$ cat src/rtl/core/chd_pkg.sv
package chd_pkg;

    localparam int SIZE_WIDTH_DEF = 32;

    // Decoder phases
    localparam logic [2:0] PH_SIZE = 3'd0;
    localparam logic [2:0] PH_DATA = 3'd1;
    localparam logic [2:0] PH_SKIP = 3'd2;
    localparam logic [2:0] PH_DONE = 3'd3;
    localparam logic [2:0] PH_ERR  = 3'd4;

    // Error codes
    localparam logic [1:0] ERR_NONE  = 2'd0;
    localparam logic [1:0] ERR_HEX   = 2'd1;
    localparam logic [1:0] ERR_EMPTY = 2'd2;
    localparam logic [1:0] ERR_OVF   = 2'd3;

    // Characters of the size line
    localparam logic [7:0] CH_CR    = 8'h0D;
    localparam logic [7:0] CH_LF    = 8'h0A;
    localparam logic [7:0] CH_SEMI  = 8'h3B;
    localparam logic [7:0] CH_SPACE = 8'h20;
    localparam logic [7:0] CH_TAB   = 8'h09;

    // Bytes dropped after the chunk data, and bits per hex digit
    localparam logic [1:0] SKIP_LEN   = 2'd2;
    localparam int         HEX_BITS   = 4;

    typedef struct packed {
        logic [2:0] phase;
        logic       digit_seen;
        logic       in_ext;
        logic       cr_pending;
        logic [1:0] skip_cnt;
        logic [1:0] err;
    } ctl_t;

    localparam ctl_t CTL_RESET = '{
        phase:      PH_SIZE,
        digit_seen: 1'b0,
        in_ext:     1'b0,
        cr_pending: 1'b0,
        skip_cnt:   2'd0,
        err:        ERR_NONE
    };

    typedef struct packed {
        logic [7:0] payload_byte;
        logic       payload_valid;
        logic       chunk_last;
        logic       body_done;
        logic [1:0] decode_error;
    } result_t;

    // Returns {is_hex, value}
    function automatic logic [4:0] hex_decode(input logic [7:0] c);
        logic [4:0] r;
        r = 5'd0;
        if (c >= 8'h30 && c <= 8'h39)
        begin
            r = {1'b1, 4'(c - 8'h30)};
        end
        else if (c >= 8'h61 && c <= 8'h66)
        begin
            r = {1'b1, 4'(c - 8'h57)};
        end
        else if (c >= 8'h41 && c <= 8'h46)
        begin
            r = {1'b1, 4'(c - 8'h37)};
        end
        return r;
    endfunction

endpackage

$ cat src/rtl/core/chd_parser.sv
module chd_parser
    import chd_pkg::*;
#(
    parameter int SIZE_WIDTH = SIZE_WIDTH_DEF
)
(
    input  logic [7:0]            body_byte,
    input  logic                  body_start,
    input  ctl_t                  ctl_cur,
    input  logic [SIZE_WIDTH-1:0] acc_cur,
    input  logic [SIZE_WIDTH-1:0] rem_cur,
    output ctl_t                  ctl_new,
    output logic [SIZE_WIDTH-1:0] acc_new,
    output logic [SIZE_WIDTH-1:0] rem_new,
    output result_t               res
);

    always_comb
    begin
        ctl_t                  c;
        logic [SIZE_WIDTH-1:0] acc;
        logic [SIZE_WIDTH-1:0] rem;
        logic                  take_char;
        logic [4:0]            hx;
        logic                  pvalid;
        logic                  plast;

        // A start byte begins from the reset state
        c         = body_start ? CTL_RESET : ctl_cur;
        acc       = body_start ? '0 : acc_cur;
        rem       = body_start ? '0 : rem_cur;
        take_char = 1'b0;
        pvalid    = 1'b0;
        plast     = 1'b0;
        hx        = hex_decode(body_byte);

        case (c.phase)
            PH_SIZE:
            begin
                take_char = 1'b1;
                if (c.cr_pending)
                begin
                    c.cr_pending = 1'b0;
                    if (body_byte == CH_LF)
                    begin
                        take_char = 1'b0;
                        if (!c.digit_seen)
                        begin
                            c.err   = ERR_EMPTY;
                            c.phase = PH_ERR;
                        end
                        else if (acc == '0)
                        begin
                            c.phase = PH_DONE;
                        end
                        else
                        begin
                            rem     = acc;
                            c.phase = PH_DATA;
                        end
                    end
                    else if (!c.in_ext)
                    begin
                        // lone CR before the cut
                        take_char = 1'b0;
                        c.err     = ERR_HEX;
                        c.phase   = PH_ERR;
                    end
                end
                if (take_char)
                begin
                    if (body_byte == CH_CR)
                    begin
                        c.cr_pending = 1'b1;
                    end
                    else if (!c.in_ext)
                    begin
                        if (body_byte == CH_SEMI || body_byte == CH_SPACE
                            || body_byte == CH_TAB)
                        begin
                            c.in_ext = 1'b1;
                        end
                        else if (!hx[4])
                        begin
                            c.err   = ERR_HEX;
                            c.phase = PH_ERR;
                        end
                        else if (acc[SIZE_WIDTH-1 -: HEX_BITS] != '0)
                        begin
                            c.err   = ERR_OVF;
                            c.phase = PH_ERR;
                        end
                        else
                        begin
                            acc          = {acc[SIZE_WIDTH-HEX_BITS-1:0], hx[3:0]};
                            c.digit_seen = 1'b1;
                        end
                    end
                end
            end
            PH_DATA:
            begin
                pvalid = 1'b1;
                rem    = rem - {{(SIZE_WIDTH-1){1'b0}}, 1'b1};
                if (rem == '0)
                begin
                    plast      = 1'b1;
                    c.phase    = PH_SKIP;
                    c.skip_cnt = SKIP_LEN;
                end
            end
            PH_SKIP:
            begin
                c.skip_cnt = c.skip_cnt - 2'd1;
                if (c.skip_cnt == 2'd0)
                begin
                    c.phase      = PH_SIZE;
                    c.digit_seen = 1'b0;
                    c.in_ext     = 1'b0;
                    c.cr_pending = 1'b0;
                    acc          = '0;
                end
            end
            default:
            begin
                // done or error: drop the byte
            end
        endcase

        ctl_new = c;
        acc_new = acc;
        rem_new = rem;

        res.payload_byte  = pvalid ? body_byte : 8'd0;
        res.payload_valid = pvalid;
        res.chunk_last    = plast;
        res.body_done     = (c.phase == PH_DONE);
        res.decode_error  = c.err;
    end

endmodule

$ cat src/rtl/core/chd_out_stage.sv
module chd_out_stage
    import chd_pkg::*;
(
    input  logic    clk,
    input  logic    rst_n,
    input  logic    load,
    input  result_t res_in,
    input  logic    out_stall,
    output logic    take,
    output logic    out_valid,
    output result_t res_out
);

    logic    valid_reg;
    logic    valid_next;
    result_t res_reg;

    // The register can take a new result when empty or being drained
    assign take = !valid_reg || !out_stall;

    always_comb
    begin
        valid_next = valid_reg;
        if (take)
        begin
            valid_next = load;
        end
    end

    always_ff @(posedge clk or negedge rst_n)
    begin
        if (!rst_n)
        begin
            valid_reg <= 1'b0;
        end
        else
        begin
            valid_reg <= valid_next;
        end
    end

    always_ff @(posedge clk)
    begin
        if (take && load)
        begin
            res_reg <= res_in;
        end
    end

    assign out_valid = valid_reg;
    assign res_out   = res_reg;

endmodule

$ cat src/rtl/core/http_chunked_body_decoder_top.sv
// Chunked body decoder: strips HTTP/1.1 chunk framing from a byte stream.
//
// Input channel: body_byte/body_start with in_valid/in_stall. One transfer
// carries one raw body byte; body_start marks the first byte of a new body
// and restarts the decoder before that byte is looked at.
// Output channel: payload_byte, payload_valid, chunk_last, body_done and
// decode_error with out_valid/out_stall. Every input transfer yields exactly
// one output transfer, in order; payload_valid marks chunk data bytes.
// body_done and decode_error stick until the next body_start.
//
// The byte lands in the input register, then one pass of parser logic
// updates the decoder state and fills the result register. Throughput is
// one byte per cycle while the receiver does not stall.
// Reset clears the decoder to the start of a size line and empties both
// register stages. When the receiver stalls, the result register holds, the
// input register holds its byte, and in_stall rises once it is full.
module http_chunked_body_decoder_top
    import chd_pkg::*;
#(
    parameter int SIZE_WIDTH = SIZE_WIDTH_DEF
)
(
    input  logic       clk,
    input  logic       rst_n,
    input  logic       in_valid,
    output logic       in_stall,
    input  logic [7:0] body_byte,
    input  logic       body_start,
    output logic       out_valid,
    input  logic       out_stall,
    output logic [7:0] payload_byte,
    output logic       payload_valid,
    output logic       chunk_last,
    output logic       body_done,
    output logic [1:0] decode_error
);

    // Input register
    logic       in_full_reg;
    logic       in_full_next;
    logic [7:0] byte_reg;
    logic       start_reg;

    // Decoder state
    ctl_t                  ctl_reg;
    logic [SIZE_WIDTH-1:0] acc_reg;
    logic [SIZE_WIDTH-1:0] rem_reg;
    ctl_t                  ctl_next;
    logic [SIZE_WIDTH-1:0] acc_next;
    logic [SIZE_WIDTH-1:0] rem_next;

    result_t res_comb;
    result_t res_q;
    logic    out_take;
    logic    advance;
    logic    in_accept;

    // Advance the held byte into the result register when it can take it
    assign advance   = in_full_reg && out_take;
    assign in_stall  = in_full_reg && !out_take;
    assign in_accept = in_valid && !in_stall;

    always_comb
    begin
        in_full_next = in_full_reg;
        if (in_accept)
        begin
            in_full_next = 1'b1;
        end
        else if (advance)
        begin
            in_full_next = 1'b0;
        end
    end

    always_ff @(posedge clk or negedge rst_n)
    begin
        if (!rst_n)
        begin
            in_full_reg <= 1'b0;
            ctl_reg     <= CTL_RESET;
            acc_reg     <= '0;
            rem_reg     <= '0;
        end
        else
        begin
            in_full_reg <= in_full_next;
            if (advance)
            begin
                ctl_reg <= ctl_next;
                acc_reg <= acc_next;
                rem_reg <= rem_next;
            end
        end
    end

    // Payload of the input register needs no reset
    always_ff @(posedge clk)
    begin
        if (in_accept)
        begin
            byte_reg  <= body_byte;
            start_reg <= body_start;
        end
    end

    chd_parser #(
        .SIZE_WIDTH (SIZE_WIDTH)
    ) u_parser (
        .body_byte  (byte_reg),
        .body_start (start_reg),
        .ctl_cur    (ctl_reg),
        .acc_cur    (acc_reg),
        .rem_cur    (rem_reg),
        .ctl_new    (ctl_next),
        .acc_new    (acc_next),
        .rem_new    (rem_next),
        .res        (res_comb)
    );

    chd_out_stage u_out (
        .clk       (clk),
        .rst_n     (rst_n),
        .load      (in_full_reg),
        .res_in    (res_comb),
        .out_stall (out_stall),
        .take      (out_take),
        .out_valid (out_valid),
        .res_out   (res_q)
    );

    assign payload_byte  = res_q.payload_byte;
    assign payload_valid = res_q.payload_valid;
    assign chunk_last    = res_q.chunk_last;
    assign body_done     = res_q.body_done;
    assign decode_error  = res_q.decode_error;

endmodule

$ cat config.mk
export PLATFORM = sky130hd
export DESIGN_NAME = http_chunked_body_decoder_top
export DESIGN_NICKNAME = d
export VERILOG_FILES = /design/src/rtl/core/chd_pkg.sv /design/src/rtl/core/chd_parser.sv /design/src/rtl/core/chd_out_stage.sv /design/src/rtl/core/http_chunked_body_decoder_top.sv
export SDC_FILE = /design/constraint.sdc
export NUM_CORES = 1
export LEC_CHECK = 0
export BUFFER_PORTS_ARGS = -buffer_cell sky130_fd_sc_hd__buf_2
export CAP_MARGIN = 0
export CORE_UTILIZATION = 55
export CTS_CLUSTER_DIAMETER = 120
export DETAILED_ROUTE_END_ITERATION = 8
export GPL_TIMING_DRIVEN = 0
export PLACE_DENSITY = 0.72
export SLEW_MARGIN = 15
export SYNTH_ARGS = -nofsm -noshare
export SYNTH_HDL_FRONTEND = slang
export SYNTH_SLANG_ARGS = --single-unit
export TNS_END_PERCENT = 30
$ cat constraint.sdc
create_clock -name clk -period 4.45 [get_ports clk]
set_clock_uncertainty 0.1 [all_clocks]
set_input_delay 0.2225 -clock clk [delete_from_list [all_inputs] [get_ports clk]]
set_output_delay 0.2225 -clock clk [all_outputs]
set_load 0.02 [all_outputs]
Word level (Yosys, flattened, before mapping):

Cells that the tools add are included.

* output and inout bits: 15
* register bits after elaboration: 98
* word-level logic and storage cells: 114
* bits of input ports: 13

* add/subtract/negate cells: 5
* magnitude comparators: 6
* mux-type cells: 59
* reductions and logical operators: 19
* eq/ne operators: 8

Operator list (count)
* 32-bit 2-to-1 mux: 13
* 32-bit one-hot mux with 2 select lines: 2
* 32-bit zero test: 2
* 32-bit by 1-bit subtractor with 32-bit output, second input constant: 1
* 2-bit 2-to-1 mux: 13
* 5-bit 2-to-1 mux: 5
* 8-bit by 4-bit == test with 1-bit output, second input constant: 3
* 3-bit 2-to-1 mux: 7
* 8-bit by 6-bit == test with 1-bit output, second input constant: 2
* 8-bit by 7-bit greater-or-equal comparator with 1-bit output, second input constant: 2
* 8-bit by 7-bit less-or-equal comparator with 1-bit output, second input constant: 2
* 1-bit 2-to-1 mux: 12
* 6-bit 2-to-1 mux: 2
* 10-bit 2-to-1 mux: 1
* 3-bit one-hot mux with 3 select lines: 1
* 8-bit by 6-bit greater-or-equal comparator with 1-bit output, second input constant: 1
* 8-bit by 6-bit less-or-equal comparator with 1-bit output, second input constant: 1
* 4-bit by 3-bit subtractor with 4-bit output, second input constant: 2
* 3-bit by 2-bit == test with 1-bit output, second input constant: 2
* 1-bit logical AND: 6
* 3-bit one-hot mux with 2 select lines: 1
* 1-bit zero test: 4
* 4-bit 2-to-1 mux: 1
* 2-bit one-hot mux with 2 select lines: 1
* 8 further kinds: 10

Longest topological paths before layout:

* depth after elaboration: 14
* mapped depth: 13
* gate-level depth less buffers: 10

Hierarchy:

Synthesis repeated with hierarchy kept, for this count alone.

* cell total of the unflattened synthesis: 809
* area, all modules: 7308.3 um^2

Modules (own cells, without submodules)
* chd_parser: instances 1, seq. area each 0.0 um^2, area each 3554.7 um^2, cells an instance 621
* http_chunked_body_decoder_top: instances 1, seq. area each 2147.1 um^2, area each 3315.7 um^2, cells an instance 171
* chd_out_stage: instances 1, seq. area each 415.4 um^2, area each 437.9 um^2, cells an instance 17

Least setup slack after synthesis:

OpenSTA, ideal clock, no wires.

* path kind: register -> register
* start point: register start_reg
* end point: register ctl_reg[8] (netlist bit)
* cell stages (with the launch flop): 13
* buffers on the path: 2
* required time: 4285 ps
* clock period less this slack: 3187 ps
* data arrival time: 3022 ps
* setup time: 65 ps
* setup slack: 1263 ps
* cell sequence: edfxtp_1 > inv_1 > clkbuf_1 > clkbuf_1 > nand2_1 > ha_1 > nor3b_2 > nand2_4 > or4_4 > a2111oi_4 > nand4_2 > nor4_4 > o22a_1

* word-level cells in the longest chain between the ends: 13
* elaborated cells on any way between the ends: 30
* classes of those cells: add/sub (2); eq/ne (2); mux (21); reduce/logical (5)

Ends and longest elaborated chain
* start: declaration: line http_chunked_body_decoder_top.sv:42 `logic start_reg;`
* start signal: assignment: line http_chunked_body_decoder_top.sv:103 `start_reg <= body_start;`
* 32-bit 2-to-1 mux: line chd_parser.sv:30 `acc = body_start ? '0 : acc_cur;`
* 32-bit zero test: line chd_parser.sv:52 `else if (acc == '0)`
* 2-bit 2-to-1 mux: line chd_parser.sv:52
* 3-bit 2-to-1 mux: line chd_parser.sv:47 `if (!c.digit_seen)`
* 3-bit 2-to-1 mux: line chd_parser.sv:44 `if (body_byte == CH_LF)`
* 3-bit 2-to-1 mux: line chd_parser.sv:41 `if (c.cr_pending)`
* 3-bit 2-to-1 mux: line chd_parser.sv:88 `else if (acc[SIZE_WIDTH-1 -: HEX_BITS] != '0)`
* 3-bit 2-to-1 mux: line chd_parser.sv:83 `else if (!hx[4])`
* 4-bit 2-to-1 mux: line chd_parser.sv:78 `if (body_byte == CH_SEMI || body_byte == CH_SPACE`
* 5-bit 2-to-1 mux: line chd_parser.sv:76 `else if (!c.in_ext)`
* 5-bit 2-to-1 mux: line chd_parser.sv:72 `if (body_byte == CH_CR)`
* 6-bit 2-to-1 mux: line chd_parser.sv:70 `if (take_char)`
* 3-bit one-hot mux with 3 select lines (*): line chd_parser.sv:37 `case (c.phase)`
* end signal: assignment: line http_chunked_body_decoder_top.sv:90 `ctl_reg <= ctl_next;`
* end: declaration: line http_chunked_body_decoder_top.sv:45 `ctl_t ctl_reg;`

Every way passes the cells marked *; elsewhere a longest branch is shown, timed or not. The select of a mux whose other input is x is not followed.
A chain may end at the register's enable or synchronous reset.

Worst setup path after layout:

Same ends and word-level chain as after synthesis.

==> results_tabular.tex <==
\begin{tabular}{lr}
\hline
Metric & Value \\
\hline
\multicolumn{2}{l}{\textbf{Pwr}} \\
Switching share of total power & 0.389 \\
Clock network fraction of total power & 0.259 \\
Power share of the combinational group & 0.308 \\
Peak supply drop & 0.000407 V \\
Power share of the sequential group & 0.433 \\
Power Internal & 1.75 mW \\
Power density over cell area & 399 mW/mm2 \\
Total Power & 2.87 mW \\
Leak pwr & 3.03 nW \\
Switch Pwr & 1.12 mW \\
\multicolumn{2}{l}{\textbf{Detailed routing}} \\
Detailed Route Iter0 Violations & 726 \\
Highest routed layer & met4 \\
Met2 wirelength from detailed routing & 9670 um \\
Antenna Nets Post-Route & 0 \\
Routed Wire Length & 21800 um \\
Routed WL per cell & 23.5 um \\
Detailed-route wire length on metal 1 & 9080 um \\
Detailed-route DRC error count & 0 \\
Total vias in the final route & 6359 \\
Wire length on met3 & 2130 um \\
DR pass1 iterations & 6 \\
Average via count per standard cell & 6.87 \\
\multicolumn{2}{l}{\textbf{Worst setup path}} \\
Cell type of the slowest stage on the worst timing path & sky130\_fd\_sc\_hd\_\_edfxtp\_1 \\
FF-to-FF End & ctl\_reg[8]\$\_DFFE\_PN0P\_ \\
List of cells traversed by the critical path & inv\_1, clkbuf\_2, clkbuf\_2, nand2\_1, ha\_2, nor3b\_4, buf\_2, nand3\_1, nor4\_4, xnor2\_1, nand3\_1, nor4\_4, o22a\_1 \\
Crit path buf inv count & 4 \\
Reg-to-Reg Start & start\_reg\$\_DFFE\_PP\_ \\
Kind of start point of the critical path & flop \\
Worst Path Required & 4.65 ns \\
WS Path Type & flop to flop \\
Kind of cell adding the most delay to the critical path & simple AND/OR/NAND/NOR gates \\
Instance count on the critical path & 13 \\
Setup crit start & start\_reg\$\_DFFE\_PP\_ \\
Highest net fanout along the worst path & 10 \\
Peak per-stage delay on the critical path & 0.53 ns \\
Critical path data arrival time & 4.49 ns \\
Reg2Reg Setup Slack & 0.16 ns \\
Capturing element type of the critical path & flop \\
Worst Reg-to-Reg Cells & 13 \\
\multicolumn{2}{l}{\textbf{Clock network}} \\
Number of clock buffers inserted by TritonCTS & 9 \\
Deepest clock path buffer count & 2 \\
CTS tree & built \\
Clock tree sinks & 98 \\
Number of H-tree levels & 3 \\
Skew-Pair Late Insertion Delay & 0.36 ns \\
Buffer cell driving the clock tree root & sky130\_fd\_sc\_hd\_\_clkbuf\_16 \\
Clk slew on worst S/H paths & 0.07 ns \\
Number of setup buffers added after CTS & 0 \\
\multicolumn{2}{l}{\textbf{Final layout}} \\
Register Area & 0.00256 mm2 \\
P\&R area growth vs syn & 11.7\% \\
Design area & 0.00720 mm2 \\
Ratio of cells with drive above 1 in the final layout & 0.123 \\
Area of the multi-input gates & 0.00363 mm2 \\
Final core area utilization & 0.630 \\
Filler Cells Inserted & 993 \\
Final Net Count & 798 \\
Ant diodes & 0 \\
\multicolumn{2}{l}{\textbf{Logic synthesis}} \\
Cell taking the most area after synthesis & sky130\_fd\_sc\_hd\_\_dfrtp\_1 \\
Post-synthesis sequential area ratio & 0.398 \\
Number of synthesized flops with an enable pin & 22 \\
Yosys warnings & 0 \\
Leading post-synthesis cells by cell area & sky130\_fd\_sc\_hd\_\_dfrtp\_1, sky130\_fd\_sc\_hd\_\_edfxtp\_1, sky130\_fd\_sc\_hd\_\_nand2\_1 \\
Most common cell in the netlist & sky130\_fd\_sc\_hd\_\_dfrtp\_1 \\
Flip-flop and latch count after synthesis & 98 \\
Post-synthesis async set-or-reset flop share & 0.776 \\
Mean post-synth cell area & 8.85 um2 \\
Unique masters post-synth & 81 \\
Total nets after synthesis & 749 \\
Synth Flop Type & sky130\_fd\_sc\_hd\_\_dfrtp\_1 \\
Number of instances in the synthesized netlist & 728 \\
Area fraction of the dominant cell type after synthesis & 0.295 \\
Synth Cell Area & 0.00644 mm2 \\
Leading post-synthesis cells by instance count & sky130\_fd\_sc\_hd\_\_dfrtp\_1, sky130\_fd\_sc\_hd\_\_nand2\_1, sky130\_fd\_sc\_hd\_\_nor2\_1, sky130\_fd\_sc\_hd\_\_a21oi\_1, sky130\_fd\_sc\_hd\_\_o21ai\_0 \\
\multicolumn{2}{l}{\textbf{Hold path}} \\
Min-Delay Endpoint & u\_out.out\_valid\$\_DFFE\_PN0P\_ \\
Critical hold path startpoint & out\_stall \\
Min-Delay Path Class & input port to flop \\
Number of cells on the worst hold path & 3 \\
\multicolumn{2}{l}{\textbf{Timing}} \\
Unrepaired setup endpoints after global routing & no \\
Hold violation total from the final report & 0 \\
Max-slew headroom & 0.215 \\
Final hold slack & 0.00878 ns \\
Maximum clock frequency & 0.233 GHz \\
Shortest period the worst path allows & 4.29 ns \\
Slew of the pin with the lowest slew margin & 1.17 ns \\
Max-slew violation count & 0 \\
Part of the cycle the worst path needs & 0.965 \\
Total setup violations reported at the end of the flow & 0 \\
\multicolumn{2}{l}{\textbf{Placed design}} \\
PortBufs & 27 \\
Instance area after placement & 0.00679 mm2 \\
Final weighted congestion in routability-driven placement & 0.981 \\
Hpwl dp & 16100 um \\
\multicolumn{2}{l}{\textbf{Floorplan}} \\
Die extent in x & 110 um \\
I/O Pins & 28 \\
Die Y-Extent & 110 um \\
Core outline area & 0.0114 mm2 \\
Placement Rows & 39 \\
Area of the die & 0.0122 mm2 \\
Initial core utilization & 0.564 \\
\multicolumn{2}{l}{\textbf{Run}} \\
Maximum capacitance violations & 0 \\
\multicolumn{2}{l}{\textbf{GRT}} \\
Wire length of the first global-routing pass & 32900 um \\
Antenna violations before repair & 0 \\
Remaining Overflow, GRT & 0 \\
Vias in the first global route & 5986 \\
Largest net degree at the start of global routing & 54 \\
Total routing usage reported by global routing & 0.374 \\
\multicolumn{2}{l}{\textbf{Outcome}} \\
Status & finished, final reports clean \\
\hline
\end{tabular}
-- worst max-delay path by stage --
stage | to
finish | ctl_reg[8]$_DFFE_PN0P_
global route | ctl_reg[8]$_DFFE_PN0P_
CTS | ctl_reg[8]$_DFFE_PN0P_
detailed placement | ctl_reg[7]$_DFFE_PN0P_
global placement | ctl_reg[7]$_DFFE_PN0P_
floorplan | ctl_reg[8]$_DFFE_PN0P_
-- area by class of cell --
type | count | area share
plain buffers | 42 | 0.0295
multi-input cells | 569 | 0.505
flip-flops and latches | 98 | 0.356
clock buffers | 10 | 0.0318
well taps | 143 | 0.0249
repair buffers | 39 | 0.0382
clock inverters | 6 | 0.00556
inverters | 18 | 0.00939
-- power by group through the flow --
| stage | clock, mW | combinational, mW | sequential [mW] |
|---|---|---|---|
| 6_report | 0.744 | 0.883 | 1.24 |
| 5_1_grt | 0.781 | 0.951 | 1.25 |
| 4_1_cts | 0.747 | 0.853 | 1.23 |
| 3_5_place_dp | 0 | 0.837 | 1.25 |
| 3_3_place_gp | 0 | 0.819 | 1.24 |
| 2_1_floorplan | 0 | 0.606 | 1.18 |
-- cell usage in the layout (no fill, tap or decap), types with 6 or more instances in the layout --
cell type	synthesis	routed
sky130_fd_sc_hd__nand2b_1	14	14
sky130_fd_sc_hd__nor2_1	73	73
sky130_fd_sc_hd__buf_2	6	33
sky130_fd_sc_hd__nor4_4	5	6
sky130_fd_sc_hd__xnor2_1	8	8
sky130_fd_sc_hd__o21ai_1	21	22
sky130_fd_sc_hd__edfxtp_1	22	22
sky130_fd_sc_hd__o221ai_1	16	16
sky130_fd_sc_hd__dfrtp_1	76	76
sky130_fd_sc_hd__clkbuf_1	30	26
sky130_fd_sc_hd__a211o_1	8	8
sky130_fd_sc_hd__nor3_1	19	19
sky130_fd_sc_hd__a221o_1	12	12
sky130_fd_sc_hd__a21oi_1	49	49
sky130_fd_sc_hd__inv_1	17	17
sky130_fd_sc_hd__a22oi_1	17	17
sky130_fd_sc_hd__dlygate4sd3_1	0	11
sky130_fd_sc_hd__nand2_1	75	75
sky130_fd_sc_hd__nor4_1	20	18
sky130_fd_sc_hd__clkbuf_16	0	9
sky130_fd_sc_hd__nand3_1	21	21
sky130_fd_sc_hd__nand4_1	11	11
sky130_fd_sc_hd__and3_1	13	13
sky130_fd_sc_hd__ha_1	8	7
sky130_fd_sc_hd__a221oi_1	6	6
sky130_fd_sc_hd__a22o_1	9	9
sky130_fd_sc_hd__o21ai_0	43	42
sky130_fd_sc_hd__nor2b_1	16	16
-- repair_timing --
item / in CTS / in global routing
endpoints found under the hold margin: 33 / 0
hold buffers: 11 / 0
pin swaps: 0 / 0
resized for setup: 6 / 6
endpoints found under the setup margin: 19 / 15
-- metal layers --
layer	vias to the layer above	GRT usage
li1	2861	-
met1	3057	0.504
met2	377	0.560
met3	64	0.0911
met4	0	0.192
met5	-	0
-- worst register-to-register path, stage by stage (launching register included) --
cell and delay, ns:
sky130_fd_sc_hd__edfxtp_1 0.53, sky130_fd_sc_hd__inv_1 0.25, sky130_fd_sc_hd__clkbuf_2 0.33, sky130_fd_sc_hd__clkbuf_2 0.34, sky130_fd_sc_hd__nand2_1 0.16, sky130_fd_sc_hd__ha_2 0.30
sky130_fd_sc_hd__nor3b_4 0.33, sky130_fd_sc_hd__buf_2 0.28, sky130_fd_sc_hd__nand3_1 0.25, sky130_fd_sc_hd__nor4_4 0.39, sky130_fd_sc_hd__xnor2_1 0.20, sky130_fd_sc_hd__nand3_1 0.15
sky130_fd_sc_hd__nor4_4 0.42, sky130_fd_sc_hd__o22a_1 0.22
-- stage by stage --
step | setup WS [ns] | TNS (ns) | cells
global route | 0.0467 | 0 | 925
CTS | 0.0184 | 0 | 926
finish | 0.157 | 0 | 925
global placement | -0.467 | -6.12 | 898
floorplan | 1.26 | 0 | 728
detailed placement | -0.456 | -5.74 | 899
-- kinds of logic (layout without fill, tap and decap cells) --
logic type,Yosys count,count (layout),synth area share
mux,8,8,0.0134
flops,98,98,0.398
xor+xnor,10,10,0.0136
simple gates,311,311,0.265
compound gates,232,232,0.252
buf+inv,61,115,0.0431
fa+ha+maj,8,8,0.0155
Note: power is estimated with default switching activity, not from simulation.
